**src/hw/rtl/char_lcd_diff_refresh_defines.svh**
```systemverilog
// Assertion macros shared by the character LCD refresh block.
// Define ASSERT_OFF to compile all assertions away.
`ifndef CHAR_LCD_DIFF_REFRESH_DEFINES_SVH
`define CHAR_LCD_DIFF_REFRESH_DEFINES_SVH

`ifndef ASSERT_OFF
// Checked on every rising clock edge, switched off while reset is high.
`define CLDR_ASSERT(label, clk, rst, prop, msg) \
   label: assert property (@(posedge clk) disable iff (rst) prop) \
      else $error(msg);
// Checked on every rising clock edge, reset included.
`define CLDR_ASSERT_ALWAYS(label, clk, prop, msg) \
   label: assert property (@(posedge clk) prop) else $error(msg);
`else
`define CLDR_ASSERT(label, clk, rst, prop, msg)
`define CLDR_ASSERT_ALWAYS(label, clk, prop, msg)
`endif

`endif

```
**src/hw/rtl/cldr_pkg.sv**
```systemverilog
package cldr_pkg;

   // Screen geometry: two rows, one byte per cell.
   localparam int CELL_COUNT = 32;
   localparam int CELL_AW    = 5;
   localparam int CHAR_W     = 8;
   localparam int ROW_LENGTH = 16;

   typedef logic [2:0]        req_code_type;
   typedef logic [CHAR_W-1:0] byte_type;
   typedef logic [CELL_AW-1:0] cell_addr_type;

   // Request codes.
   localparam req_code_type REQ_PUT     = 3'd0;
   localparam req_code_type REQ_FILL    = 3'd1;
   localparam req_code_type REQ_BLANK   = 3'd2;
   localparam req_code_type REQ_CLEAR   = 3'd3;
   localparam req_code_type REQ_REFRESH = 3'd4;

   // LCD instruction bytes.
   localparam byte_type CMD_CLEAR   = 8'h01;
   localparam byte_type CMD_ROW0    = 8'h80;
   localparam byte_type CMD_ROW1    = 8'hC0;
   localparam byte_type EMPTY_RESET = 8'h20;

   localparam byte_type ROW_LEN_B = byte_type'(ROW_LENGTH);

   // Set-display-address command for a cell; with a row length of 32 or
   // more every cell falls on the first row.
   function automatic byte_type addr_cmd(cell_addr_type p);
      byte_type p8;
      p8 = {{(CHAR_W-CELL_AW){1'b0}}, p};
      if (p8 < ROW_LEN_B) begin
         return CMD_ROW0 + p8;
      end
      return CMD_ROW1 + (p8 - ROW_LEN_B);
   endfunction

endpackage

```
**src/hw/rtl/cldr_if.sv**
```systemverilog
// Request channel: one item per request.
interface cldr_req_if;
   logic                   valid;
   logic                   ready;
   cldr_pkg::req_code_type req_type;
   cldr_pkg::cell_addr_type position;
   cldr_pkg::byte_type     character;

   modport source (output valid, output req_type, output position, output character,
                   input ready);
   modport sink   (input valid, input req_type, input position, input character,
                   output ready);
endinterface

// Result channel: one LCD command, optionally paired with a data byte.
interface cldr_rsp_if;
   logic               valid;
   logic               ready;
   logic               has_data;
   cldr_pkg::byte_type command_byte;
   cldr_pkg::byte_type data_byte;
   logic               last_of_run;

   modport source (output valid, output has_data, output command_byte,
                   output data_byte, output last_of_run, input ready);
   modport sink   (input valid, input has_data, input command_byte,
                   input data_byte, input last_of_run, output ready);
endinterface

// Configuration write channel for the empty character register.
interface cldr_csr_if;
   logic               valid;
   logic               ready;
   cldr_pkg::byte_type empty_char;

   modport source (output valid, output empty_char, input ready);
   modport sink   (input valid, input empty_char, output ready);
endinterface

```
**src/hw/rtl/cldr_ram.sv**
```systemverilog
// Simple dual-port RAM: one write port, one read port, registered read data.
module cldr_ram #(
   parameter int WIDTH = cldr_pkg::CHAR_W,
   parameter int DEPTH = cldr_pkg::CELL_COUNT
) (
   input  logic                     clock,
   input  logic                     we,
   input  logic [$clog2(DEPTH)-1:0] waddr,
   input  logic [WIDTH-1:0]         wdata,
   input  logic [$clog2(DEPTH)-1:0] raddr,
   output logic [WIDTH-1:0]         rdata
);

   logic [WIDTH-1:0] mem_ff [DEPTH];
   logic [WIDTH-1:0] rdata_ff;

   always_ff @(posedge clock) begin
      if (we) begin
         mem_ff[waddr] <= wdata;
      end
      rdata_ff <= mem_ff[raddr];
   end

   assign rdata = rdata_ff;

endmodule

```
**src/hw/rtl/char_lcd_diff_refresh.sv**
```systemverilog
// Dirty-cell refresh for a two-row, sixteen-column character LCD. The block
// keeps a pending and a shown copy of the 32-cell screen in two small RAMs.
// Put char writes a single pending cell. Fill and blank pending sweep the
// pending RAM one cell per cycle; clear display sweeps the shown RAM the
// same way and then issues its 0x01 command from a final flush state.
// Refresh issues the home command 0x80, then compares one cell per cycle
// (both RAMs read at the same address) unless the result channel stalls a
// changed cell, and issues a set-address command with the new character
// for each changed cell. After reset, a clearing pass zeroes both copies,
// during which no request item is taken; configuration writes are taken at
// any time.
`include "char_lcd_diff_refresh_defines.svh"

module char_lcd_diff_refresh (
   input logic          clock,
   input logic          reset,
   cldr_req_if.sink     req,
   cldr_rsp_if.source   rsp,
   cldr_csr_if.sink     csr
);

   localparam logic [1:0] ST_IDLE  = 2'd0;
   localparam logic [1:0] ST_SWEEP = 2'd1;
   localparam logic [1:0] ST_SCAN  = 2'd2;
   localparam logic [1:0] ST_FLUSH = 2'd3;

   localparam cldr_pkg::cell_addr_type LAST_CELL =
      cldr_pkg::cell_addr_type'(cldr_pkg::CELL_COUNT - 1);

   logic [1:0]              state_ff, state_in;
   cldr_pkg::cell_addr_type cnt_ff, cnt_in;
   logic                    sweep_pend_ff, sweep_pend_in;
   logic                    sweep_shown_ff, sweep_shown_in;
   logic                    sweep_rsp_ff, sweep_rsp_in;
   cldr_pkg::byte_type      sweep_val_ff, sweep_val_in;
   cldr_pkg::byte_type      empty_ff;

   // Held result: the most recent one of a run, sent once the next is known.
   logic                    hold_has_ff, hold_has_in;
   cldr_pkg::byte_type      hold_cmd_ff, hold_cmd_in;
   cldr_pkg::byte_type      hold_dat_ff, hold_dat_in;

   // Output register.
   logic                    rsp_valid_ff;
   logic                    rsp_has_ff;
   cldr_pkg::byte_type      rsp_cmd_ff;
   cldr_pkg::byte_type      rsp_dat_ff;
   logic                    rsp_last_ff;
   logic                    out_load;
   logic                    out_last;

   // RAM ports.
   logic                    pend_we, shown_we;
   cldr_pkg::cell_addr_type pend_waddr, rd_addr;
   cldr_pkg::byte_type      pend_wdata, shown_wdata;
   cldr_pkg::byte_type      pend_rd, shown_rd;

   logic req_fire;
   logic out_free;
   logic diff;
   logic advance;
   logic last_cell;

   cldr_ram #(.WIDTH(cldr_pkg::CHAR_W), .DEPTH(cldr_pkg::CELL_COUNT)) u_pend_ram (
      .clock (clock),
      .we    (pend_we),
      .waddr (pend_waddr),
      .wdata (pend_wdata),
      .raddr (rd_addr),
      .rdata (pend_rd)
   );

   cldr_ram #(.WIDTH(cldr_pkg::CHAR_W), .DEPTH(cldr_pkg::CELL_COUNT)) u_shown_ram (
      .clock (clock),
      .we    (shown_we),
      .waddr (cnt_ff),
      .wdata (shown_wdata),
      .raddr (rd_addr),
      .rdata (shown_rd)
   );

   assign req.ready = (state_ff == ST_IDLE);
   assign csr.ready = 1'b1;
   assign req_fire  = req.valid && req.ready;
   assign out_free  = !rsp_valid_ff || rsp.ready;
   assign diff      = (pend_rd != shown_rd);
   assign advance   = !diff || out_free;
   assign last_cell = (cnt_ff == LAST_CELL);

   // Sequencer: request decode, sweeps and the refresh scan.
   always_comb begin
      state_in       = state_ff;
      cnt_in         = cnt_ff;
      sweep_pend_in  = sweep_pend_ff;
      sweep_shown_in = sweep_shown_ff;
      sweep_rsp_in   = sweep_rsp_ff;
      sweep_val_in   = sweep_val_ff;
      hold_has_in    = hold_has_ff;
      hold_cmd_in    = hold_cmd_ff;
      hold_dat_in    = hold_dat_ff;
      rd_addr        = cnt_ff;
      pend_we        = 1'b0;
      pend_waddr     = cnt_ff;
      pend_wdata     = sweep_val_ff;
      shown_we       = 1'b0;
      shown_wdata    = sweep_val_ff;
      out_load       = 1'b0;
      out_last       = 1'b0;

      unique case (state_ff)
         ST_IDLE: begin
            rd_addr = '0;
            if (req_fire) begin
               unique case (req.req_type)
                  cldr_pkg::REQ_PUT: begin
                     pend_we    = 1'b1;
                     pend_waddr = req.position;
                     pend_wdata = req.character;
                  end
                  cldr_pkg::REQ_FILL, cldr_pkg::REQ_BLANK: begin
                     state_in       = ST_SWEEP;
                     cnt_in         = '0;
                     sweep_pend_in  = 1'b1;
                     sweep_shown_in = 1'b0;
                     sweep_rsp_in   = 1'b0;
                     sweep_val_in   = (req.req_type == cldr_pkg::REQ_FILL) ?
                                      req.character : empty_ff;
                  end
                  cldr_pkg::REQ_CLEAR: begin
                     state_in       = ST_SWEEP;
                     cnt_in         = '0;
                     sweep_pend_in  = 1'b0;
                     sweep_shown_in = 1'b1;
                     sweep_rsp_in   = 1'b1;
                     sweep_val_in   = empty_ff;
                     hold_has_in    = 1'b0;
                     hold_cmd_in    = cldr_pkg::CMD_CLEAR;
                     hold_dat_in    = '0;
                  end
                  cldr_pkg::REQ_REFRESH: begin
                     state_in    = ST_SCAN;
                     cnt_in      = '0;
                     hold_has_in = 1'b0;
                     hold_cmd_in = cldr_pkg::CMD_ROW0;
                     hold_dat_in = '0;
                  end
                  default: begin
                  end
               endcase
            end
         end

         ST_SWEEP: begin
            pend_we  = sweep_pend_ff;
            shown_we = sweep_shown_ff;
            cnt_in   = cnt_ff + 1'b1;
            if (last_cell) begin
               state_in = sweep_rsp_ff ? ST_FLUSH : ST_IDLE;
            end
         end

         ST_SCAN: begin
            // A changed cell pushes the held result out and takes its place.
            if (diff && out_free) begin
               out_load    = 1'b1;
               hold_has_in = 1'b1;
               hold_cmd_in = cldr_pkg::addr_cmd(cnt_ff);
               hold_dat_in = pend_rd;
               shown_we    = 1'b1;
               shown_wdata = pend_rd;
            end
            // On a stall the same cell is read again so its data stays valid.
            if (advance) begin
               if (last_cell) begin
                  state_in = ST_FLUSH;
               end else begin
                  cnt_in  = cnt_ff + 1'b1;
                  rd_addr = cnt_ff + 1'b1;
               end
            end
         end

         ST_FLUSH: begin
            if (out_free) begin
               out_load = 1'b1;
               out_last = 1'b1;
               state_in = ST_IDLE;
            end
         end

         default: begin
            state_in = ST_IDLE;
         end
      endcase
   end

   // Control registers; reset starts the clearing pass over both copies.
   always_ff @(posedge clock) begin
      if (reset) begin
         state_ff       <= ST_SWEEP;
         cnt_ff         <= '0;
         sweep_pend_ff  <= 1'b1;
         sweep_shown_ff <= 1'b1;
         sweep_rsp_ff   <= 1'b0;
         sweep_val_ff   <= '0;
         empty_ff       <= cldr_pkg::EMPTY_RESET;
         rsp_valid_ff   <= 1'b0;
      end else begin
         state_ff       <= state_in;
         cnt_ff         <= cnt_in;
         sweep_pend_ff  <= sweep_pend_in;
         sweep_shown_ff <= sweep_shown_in;
         sweep_rsp_ff   <= sweep_rsp_in;
         sweep_val_ff   <= sweep_val_in;
         if (csr.valid) begin
            empty_ff <= csr.empty_char;
         end
         if (out_load) begin
            rsp_valid_ff <= 1'b1;
         end else if (rsp.ready) begin
            rsp_valid_ff <= 1'b0;
         end
      end
   end

   // Payload registers.
   always_ff @(posedge clock) begin
      hold_has_ff <= hold_has_in;
      hold_cmd_ff <= hold_cmd_in;
      hold_dat_ff <= hold_dat_in;
      if (out_load) begin
         rsp_has_ff  <= hold_has_ff;
         rsp_cmd_ff  <= hold_cmd_ff;
         rsp_dat_ff  <= hold_dat_ff;
         rsp_last_ff <= out_last;
      end
   end

   assign rsp.valid        = rsp_valid_ff;
   assign rsp.has_data     = rsp_has_ff;
   assign rsp.command_byte = rsp_cmd_ff;
   assign rsp.data_byte    = rsp_dat_ff;
   assign rsp.last_of_run  = rsp_last_ff;

   // A stalled scan keeps its place.
   `CLDR_ASSERT(a_scan_stall_holds, clock, reset,
      (state_ff == ST_SCAN && !advance) |=> (state_ff == ST_SCAN && $stable(cnt_ff)),
      "scan moved while stalled")
   // The scan ends with a flush after the last cell.
   `CLDR_ASSERT(a_scan_ends_flush, clock, reset,
      (state_ff == ST_SCAN && advance && last_cell) |=> (state_ff == ST_FLUSH),
      "scan did not flush at the end")
   // A sweep covers every cell before it leaves.
   `CLDR_ASSERT(a_sweep_runs, clock, reset,
      (state_ff == ST_SWEEP && !last_cell) |=> (state_ff == ST_SWEEP),
      "sweep ended early")
   // A result with data always carries a set-address command.
   `CLDR_ASSERT(a_data_has_addr, clock, reset,
      (rsp_valid_ff && rsp_has_ff) |-> rsp_cmd_ff[7],
      "data result without address command")
   // A command-only result carries a zero data byte.
   `CLDR_ASSERT(a_nodata_zero, clock, reset,
      (rsp_valid_ff && !rsp_has_ff) |-> (rsp_dat_ff == '0),
      "command-only result with data")

endmodule
```
**src/flat_wrapper.sv**
```systemverilog
// flat-port wrapper written by rule: the top's interface ports become plain ports
module char_lcd_diff_refresh_flat 
  (clock, reset, req_valid, req_req_type, req_position, req_character, req_ready, rsp_valid, rsp_has_data, rsp_command_byte, rsp_data_byte, rsp_last_of_run, rsp_ready, csr_valid, csr_empty_char, csr_ready);
  cldr_req_if req_i ();
  cldr_rsp_if rsp_i ();
  cldr_csr_if csr_i ();
  input logic clock;
  input logic reset;
  input wire logic [$bits(req_i.valid)-1:0] req_valid;
  input wire logic [$bits(req_i.req_type)-1:0] req_req_type;
  input wire logic [$bits(req_i.position)-1:0] req_position;
  input wire logic [$bits(req_i.character)-1:0] req_character;
  output wire logic [$bits(req_i.ready)-1:0] req_ready;
  output wire logic [$bits(rsp_i.valid)-1:0] rsp_valid;
  output wire logic [$bits(rsp_i.has_data)-1:0] rsp_has_data;
  output wire logic [$bits(rsp_i.command_byte)-1:0] rsp_command_byte;
  output wire logic [$bits(rsp_i.data_byte)-1:0] rsp_data_byte;
  output wire logic [$bits(rsp_i.last_of_run)-1:0] rsp_last_of_run;
  input wire logic [$bits(rsp_i.ready)-1:0] rsp_ready;
  input wire logic [$bits(csr_i.valid)-1:0] csr_valid;
  input wire logic [$bits(csr_i.empty_char)-1:0] csr_empty_char;
  output wire logic [$bits(csr_i.ready)-1:0] csr_ready;
  assign req_i.valid = req_valid;
  assign req_i.req_type = req_req_type;
  assign req_i.position = req_position;
  assign req_i.character = req_character;
  assign req_ready = req_i.ready;
  assign rsp_valid = rsp_i.valid;
  assign rsp_has_data = rsp_i.has_data;
  assign rsp_command_byte = rsp_i.command_byte;
  assign rsp_data_byte = rsp_i.data_byte;
  assign rsp_last_of_run = rsp_i.last_of_run;
  assign rsp_i.ready = rsp_ready;
  assign csr_i.valid = csr_valid;
  assign csr_i.empty_char = csr_empty_char;
  assign csr_ready = csr_i.ready;
  char_lcd_diff_refresh u_core (.clock(clock), .reset(reset), .req(req_i), .rsp(rsp_i), .csr(csr_i));
endmodule
```
**config.mk**
```make
export PLATFORM = sky130hd
export DESIGN_NAME = char_lcd_diff_refresh_flat
export DESIGN_NICKNAME = d
export VERILOG_FILES = /design/src/hw/rtl/cldr_pkg.sv /design/src/hw/rtl/cldr_if.sv /design/src/hw/rtl/cldr_ram.sv /design/src/hw/rtl/char_lcd_diff_refresh.sv /design/src/flat_wrapper.sv
export VERILOG_INCLUDE_DIRS = /design/src /design/src/hw/rtl
export SDC_FILE = /design/constraint.sdc
export NUM_CORES = 1
export LEC_CHECK = 0
export CORE_ASPECT_RATIO = 0.7
export CORE_MARGIN = 3
export CORE_UTILIZATION = 28
export DETAILED_ROUTE_END_ITERATION = 10
export DONT_BUFFER_PORTS = 1
export GPL_TIMING_DRIVEN = 0
export PLACE_DENSITY = 0.38
export SETUP_SLACK_MARGIN = 0.4
export SYNTH_ARGS = -nofsm -noshare
export SYNTH_HDL_FRONTEND = slang
export SYNTH_SLANG_ARGS = --single-unit
```
**constraint.sdc**
```tcl
create_clock -name clock -period 8.9 [get_ports clock]
set_clock_uncertainty 0.2 [all_clocks]
set_input_delay 0.89 -clock clock [delete_from_list [all_inputs] [get_ports clock]]
set_output_delay 0.89 -clock clock [all_outputs]
set_load 0.005 [all_outputs]
```
==> results.yml, run 1 <==
outcome:
  outcome: "complete, no violations"
timing:
  rsz0062_at_grt: "false"
  whs_ps: 180.9
  setup_violations: 0
  hold_viol_final: 0
  final.period_utilization: 0.6214
  drv_slew: 0
  setup_slack_ps: 3369
  maxSlewHeadroom: 0.06120
  tightestPinTransition_ps: 1403
  fmax_mhz: 180.8
  setup_tns_ps: 0
  fin_crit_ps: 5531
die:
  initial_core_util: 0.2834
  dieArea_sq_um: 89270
  ios: 50
  rows: 89
  coreArea_sq_um: 84630
  fp.dieW_um: 355.8
  die_y_um: 250.9
detailed_routing:
  route.detailed.drc: 0
  ant_nets: 0
  routed_wl_um: 87080
  first_iter_violations: 1689
  vias: 16045
  vias_per_cell: 5.136
  dr.pass1.iters: 7
  wl_per_cell_um: 27.87
global_route:
  grt_pass1_wl_um: 120600
  antenna_found_initial: 12
  overflow: 0
  grtUsageTotal: 0.1924
  grt_max_degree: 33
  grt_pass1_vias: 15211
finish:
  final_nets: 1973
  design_area_sq_um: 27340
  final_util: 0.3230
  area_delta_synth_final_pct: 13.97
  final_cells: 3124
  drive_above_1_share: 0.08266
critical_path:
  cp_common_cell: "clkbuf_1"
  cp-start-kind: "flip-flop"
  cp_cell_sequence: "clkbuf_1, clkbuf_1, and3_1, ha_1, inv_1, clkbuf_1, nand2_1, a311oi_2, buf_2, a211oi_1, a31oi_1, nand4_1, nand4_1"
  critPathKind: "flip-flop to flip-flop"
  max_stage_delay_ps: 1070
  cp_max_fo: 10
  arrival_ps: 5900
  crit_slowest_cell: "a311oi_2"
  endpoint_kind: "flip-flop"
  critPathRequiredTime_ps: 9270
power_and_ir_drop:
  leakage_nw: 9.032
  total_power_mw: 7.834
  power_per_cell_area_nw_per_um2: 286.5
  ir_drop_mv: 0.1316
yosys:
  ys_warn_count: 0
  yosysMostFrequentCell: "edfxtp_1"
  synth_edf_count: 545
  synthFlopType: "edfxtp_1"
  ys_seq_elements: 588
  ys_seq_area_frac: 0.7182
  yosysTopAreaCell: "edfxtp_1"
  syn_inst: 1869
  synth_top_cells_by_area: "edfxtp_1 (68%), nand2_1 (6.5%), dfxtp_1 (3.6%)"
  ys_types: 63
  synthTopCellsByCount: "edfxtp_1 (545), nand2_1 (414), nand3_1 (134)"
  syn_area_sq_um: 23990
  avgSynthCellArea_sq_um: 12.83
  synthArstFlopShare: 0
  yosys.area.top_type_share: 0.6823
place:
  hpwl_um: 62370
  dpl_cell_area_sq_um: 25430
  place_inst: 3008
  port_buffers: 0
  place_ws_ps: 3554
  routabilityCongestion: 0.8765
clock_network:
  post_cts_resize_count: 0
  cts_hold_buf: 0
  clock_latency_ps: 650
  cts_root_buffer: "clkbuf_16"
  cts_setup_buffers: 0
  htree_levels: 2
  clk_pin_slew_ps: 70
  cts_buffers: 60
  clock-sinks: 588
  cts_tree: "yes"
  cts_buffer_depth: 3
flow_run:
  drv_cap: 0
hold_path:
  min_path_type: "input pin to flip-flop"
-- power by group --
part	total (mW)	leakage (nW)	switching [mW]	internal [mW]
Sequential	3.45	5.38	0.160	3.29
Clock	2.48	0.921	1.10	1.38
Combinational	1.90	2.73	1.47	0.431
-- worst paths after layout --
check / cells past startpoint / slack [ps] / end / startpoint
worst max-delay path: 13 / 3370 / u_core.u_pend_ram.rdata[0] / u_core.cnt_ff[2]
worst min-delay path: 1 / 180 / u_core.empty_ff[5] / csr_empty_char[5]
worst max register to register: 13 / 3370 / u_core.u_pend_ram.rdata[0] / u_core.cnt_ff[2]
worst min register to register: 0 / 220 / u_core.rsp.command_byte[5] / u_core.hold_cmd_ff[5]
-- cells in the final DEF (no fill, tap or decap), drive strengths merged, types with 3 or more instances in the layout --
cell type,instances
a211o,3
a211oi,76
mux2i,19
nor2,100
buf,51
a21oi,15
nor3b,3
conb,3
a21boi,3
inv,15
or2,4
and2,16
xor2,8
dfxtp,43
o31ai,4
o22ai,6
edfxtp,545
a31oi,67
bufinv,3
mux2,16
nand3,136
o21ai,15
and3,67
ha,11
nand2,415
nor2b,10
nand2b,10
nor4,9
a311oi,3
clkinv,19
clkbuf,160
o221ai,3
nor3,11
diode,3
nand4,81
o211ai,4
-- logic make-up after synthesis --
kind of cell | count (synthesis) | share of synthesized area
AND/OR/NAND/NOR | 868 | 0.1668
flip-flops | 588 | 0.7182
AO/OA/AOI/OAI | 219 | 0.06432
buffers and inverters | 136 | 0.02556
multiplexers | 35 | 0.01544
adder cells (fa/ha/maj) | 11 | 0.005738
XOR/XNOR | 10 | 0.003652
other | 2 | 0.0003131
-- critical path, delay by kind of cell (launching register included) --
kind,cells,cell delay (ps)
AO/OA/AOI/OAI,3,1470
adder cells (fa/ha/maj),1,280
flip-flops,1,300
AND/OR/NAND/NOR,4,1340
buffers and inverters,5,1860
-- routing by layer --
layer  GRT usage  wire (um)  up-vias
met5           0         52        -
met4     0.03536       1254        8
met3     0.05803       8039       95
met2      0.2566      34100      574
met1      0.3037      43630     8264
li1            -          -     7104
-- sequential cells by signal, indices dropped and copies added, names as in the netlist, 2 cells and up --
signal / cells
u_core.u_pend_ram.mem_ff: 256
u_core.u_shown_ram.mem_ff: 256
u_core.empty_ff: 8
u_core.hold_dat_ff: 8
u_core.rsp.data_byte: 8
u_core.sweep_val_ff: 8
u_core.u_pend_ram.rdata: 8
u_core.u_shown_ram.rdata: 8
u_core.hold_cmd_ff: 7
u_core.rsp.command_byte: 7
u_core.cnt_ff: 5
u_core.state_ff: 2
-- final cells by class --
| cell class | instances | area [sq um] |
|---|---|---|
| fillers | 8481 | 57290 |
| repair buffers | 1 | 7.507 |
| well taps | 1137 | 1423 |
| inverters | 11 | 41.29 |
| clock buffers | 85 | 1645 |
| diodes | 3 | 7.507 |
| multi-input cells | 1146 | 6163 |
| plain buffers | 125 | 571.8 |
| clock inverters | 28 | 252.7 |
| flip-flops and latches | 588 | 17230 |
Power figures use the tool's default switching activity.
==> inputs of run 2 (changes only) <==
--- a/config.mk
+++ b/config.mk
@@ -12,7 +12,7 @@
 export DETAILED_ROUTE_END_ITERATION = 10
 export DONT_BUFFER_PORTS = 1
 export GPL_TIMING_DRIVEN = 0
-export PLACE_DENSITY = 0.38
+export PLACE_DENSITY = 0.4
 export SETUP_SLACK_MARGIN = 0.4
 export SYNTH_ARGS = -nofsm -noshare
 export SYNTH_HDL_FRONTEND = slang
==> constraint.sdc (replaced) <==
create_clock -name clock -period 4.6 [get_ports clock]
set_clock_uncertainty 0.2 [all_clocks]
set_input_delay 0.46 -clock clock [delete_from_list [all_inputs] [get_ports clock]]
set_output_delay 0.46 -clock clock [all_outputs]
set_load 0.005 [all_outputs]
==> results.yml, run 2 (synthesis results as in run 1) <==
clock_network:
  cts_buffers: 60
  clk_pin_slew_ps: 70
  clock_latency_ps: 650
  cts_root_buffer: "clkbuf_16"
  clock-sinks: 588
  htree_levels: 2
  cts_buffer_depth: 3
  cts_tree: "yes"
hold_path:
  min_path_type: "input pin to flip-flop"
  whs_path_depth: 4
critical_path:
  max_stage_delay_ps: 520
  cp-start-kind: "flip-flop"
  arrival_ps: 4500
  cp_num_buf_inv: 3
  cp_max_fo: 10
  crit_family: "simple AND/OR/NAND/NOR gates"
  worstRegToRegCells: 12
  endpoint_kind: "flip-flop"
  crit_start: "u_core.u_pend_ram.rdata[2]"
  critPathKind: "flip-flop to flip-flop"
  cp_common_cell: "nand4_1"
  crit_slowest_cell: "dfxtp_2"
  r2r-start: "u_core.u_pend_ram.rdata[2]"
  ff2ff_setup_slack_ps: 460
  reg2reg_to: "u_core.u_shown_ram.rdata[5]"
  cp-endpoint: "u_core.u_shown_ram.rdata[5]"
  cp_num_cells: 12
  cp_cell_sequence: "xor2_1, nor4_4, a21o_1, buf_4, nand3_4, nand2_4, buf_2, clkbuf_2, nand2_1, nand3_1, nand4_1, nand4_1"
  critPathRequiredTime_ps: 4960
power_and_ir_drop:
  pwr-share-seq: 0.434
  ir_drop_mv: 0.2764
  p_switching_mw: 5.355
  combPwrFrac: 0.247
  leakage_nw: 9.302
  switching_share: 0.3472
  p_int_mw: 10.07
  clkPwrFrac: 0.319
  power_per_cell_area_nw_per_um2: 547.4
place:
  port_buffers: 0
  hpwl_um: 61280
  place_ws_ps: -929.2
  routabilityCongestion: 0.8567
timing:
  maxSlewHeadroom: 0.1490
  tightestPinTransition_ps: 1244
  fin_crit_ps: 4139
  rsz0062_at_grt: "true"
  fmax_mhz: 241.6
  whs_ps: 63.44
  hold_viol_final: 0
  setup_violations: 0
  setup_tns_ps: 0
  setup_slack_ps: 460.9
  drv_slew: 0
  final.period_utilization: 0.8998
detailed_routing:
  vias: 16206
  routed_wl_um: 85650
  wl_per_cell_um: 27.20
  first_iter_violations: 1814
  ant_nets: 0
  route.detailed.drc: 0
  vias_per_cell: 5.146
  dr.pass1.iters: 5
finish:
  final_util: 0.3329
  largest_registers: "u_core.u_pend_ram.mem_ff: 256 flops, u_core.u_shown_ram.mem_ff: 256 flops"
  layout_common_cells: "edfxtp_1 (545), nand2_1 (408), nand3_1 (134)"
  final_nets: 2000
  drive_above_1_share: 0.1483
  fill_cells: 8446
  area_delta_synth_final_pct: 17.46
  final_common_cell: "edfxtp_1"
outcome:
  outcome: "complete, no violations"
die:
  rows: 89
  initial_core_util: 0.2834
  die_y_um: 250.9
  ios: 50
  coreArea_sq_um: 84630
  fp.dieW_um: 355.8
  dieArea_sq_um: 89270
global_route:
  grt_pass1_vias: 15514
  use_met2: 0.2498
  use_met3: 0.05215
  grt_max_degree: 33
  use_met1: 0.3043
  top_usage_layer: "met1"
  grtUsageTotal: 0.1902
  grt_pass1_wl_um: 120400
  overflow: 0
  antenna_found_initial: 0
flow_run:
  drv_cap: 0
[run 2: changes by cell type in the layout (fill, tap and decap cells not counted), moves of 10 or more]
cell           previous run  this run
nor2_4                    0        29
nor2_2                    0        33
nor2_1                  100        38
clkbuf_2                  0        31
dfxtp_1                  43        33
dlygate4sd3_1             0        23
clkbuf_1                 95        58
[run 2: per-layer routing]
metal  up-vias  part of all wire
met1      8324              0.50
met3       109             0.092
li1       7174                 -
met2       599              0.38
met4         0             0.020
met5         -                 0
[run 2: worst reg2reg max path, stage by stage, from the launching register on]
cell      delay, ps
dfxtp_2         520
xor2_1          170
nor4_4          520
a21o_1          250
buf_4           230
nand3_4         250
nand2_4         270
buf_2           310
clkbuf_2        380
nand2_1         100
nand3_1          90
nand4_1         480
nand4_1         290
[run 2: final cells by class]
class / instances / area (sq um) / area share
Antenna cell: 2 / 5.005 / 0.0001776
Buffer: 124 / 624.3 / 0.02216
Clock buffer: 82 / 1634 / 0.05800
Clock inverter: 30 / 302.8 / 0.01075
Inverter: 11 / 41.29 / 0.001465
Multi-Input combinational cell: 1146 / 6599 / 0.2342
Sequential cell: 588 / 17240 / 0.6120
Tap cell: 1137 / 1423 / 0.05049
Timing Repair Buffer: 29 / 304.0 / 0.01079
[run 2: worst min path at each step]
stage,end,slack (ps),start
finish,u_core.state_ff[0],60,req_valid
global route,u_core.rsp.valid,80,rsp_ready
CTS,u_core.rsp.valid,20,rsp_ready
detailed placement,u_core.rsp.data_byte[7],210,u_core.hold_dat_ff[7]
global placement,u_core.rsp.command_byte[5],210,u_core.hold_cmd_ff[5]
floorplan,u_core.rsp.command_byte[0],200,u_core.hold_cmd_ff[0]
[run 2: metrics by stage]
stage               area [sq um]  total power, mW  std cells
CTS                        27930            15.39       3146
floorplan                  23990            8.590       1870
finish                     28170            15.42       3149
global route               28170            16.04       3147
detailed placement         25430            10.34       3008
global placement           25410            10.32       3007
[run 2: what timing repair did]
action | 4_1_cts | 5_1_grt
setup buffers | 3 | 2
hold endpoints to repair | 25 | 0
hold buffers | 23 | 0
gates resized for setup | 110 | 68
setup endpoints to repair | 717 | 335
pin swaps | 5 | 7
[run 2: power groups by stage]
stage | clock network (mW) | logic [mW] | registers (mW)
after floorplan | 0 | 2.01 | 6.58
after global placement | 0 | 3.52 | 6.80
after detailed placement | 0 | 3.55 | 6.79
after CTS | 5.01 | 3.69 | 6.69
after global routing | 5.22 | 4.10 | 6.73
final | 4.92 | 3.81 | 6.70
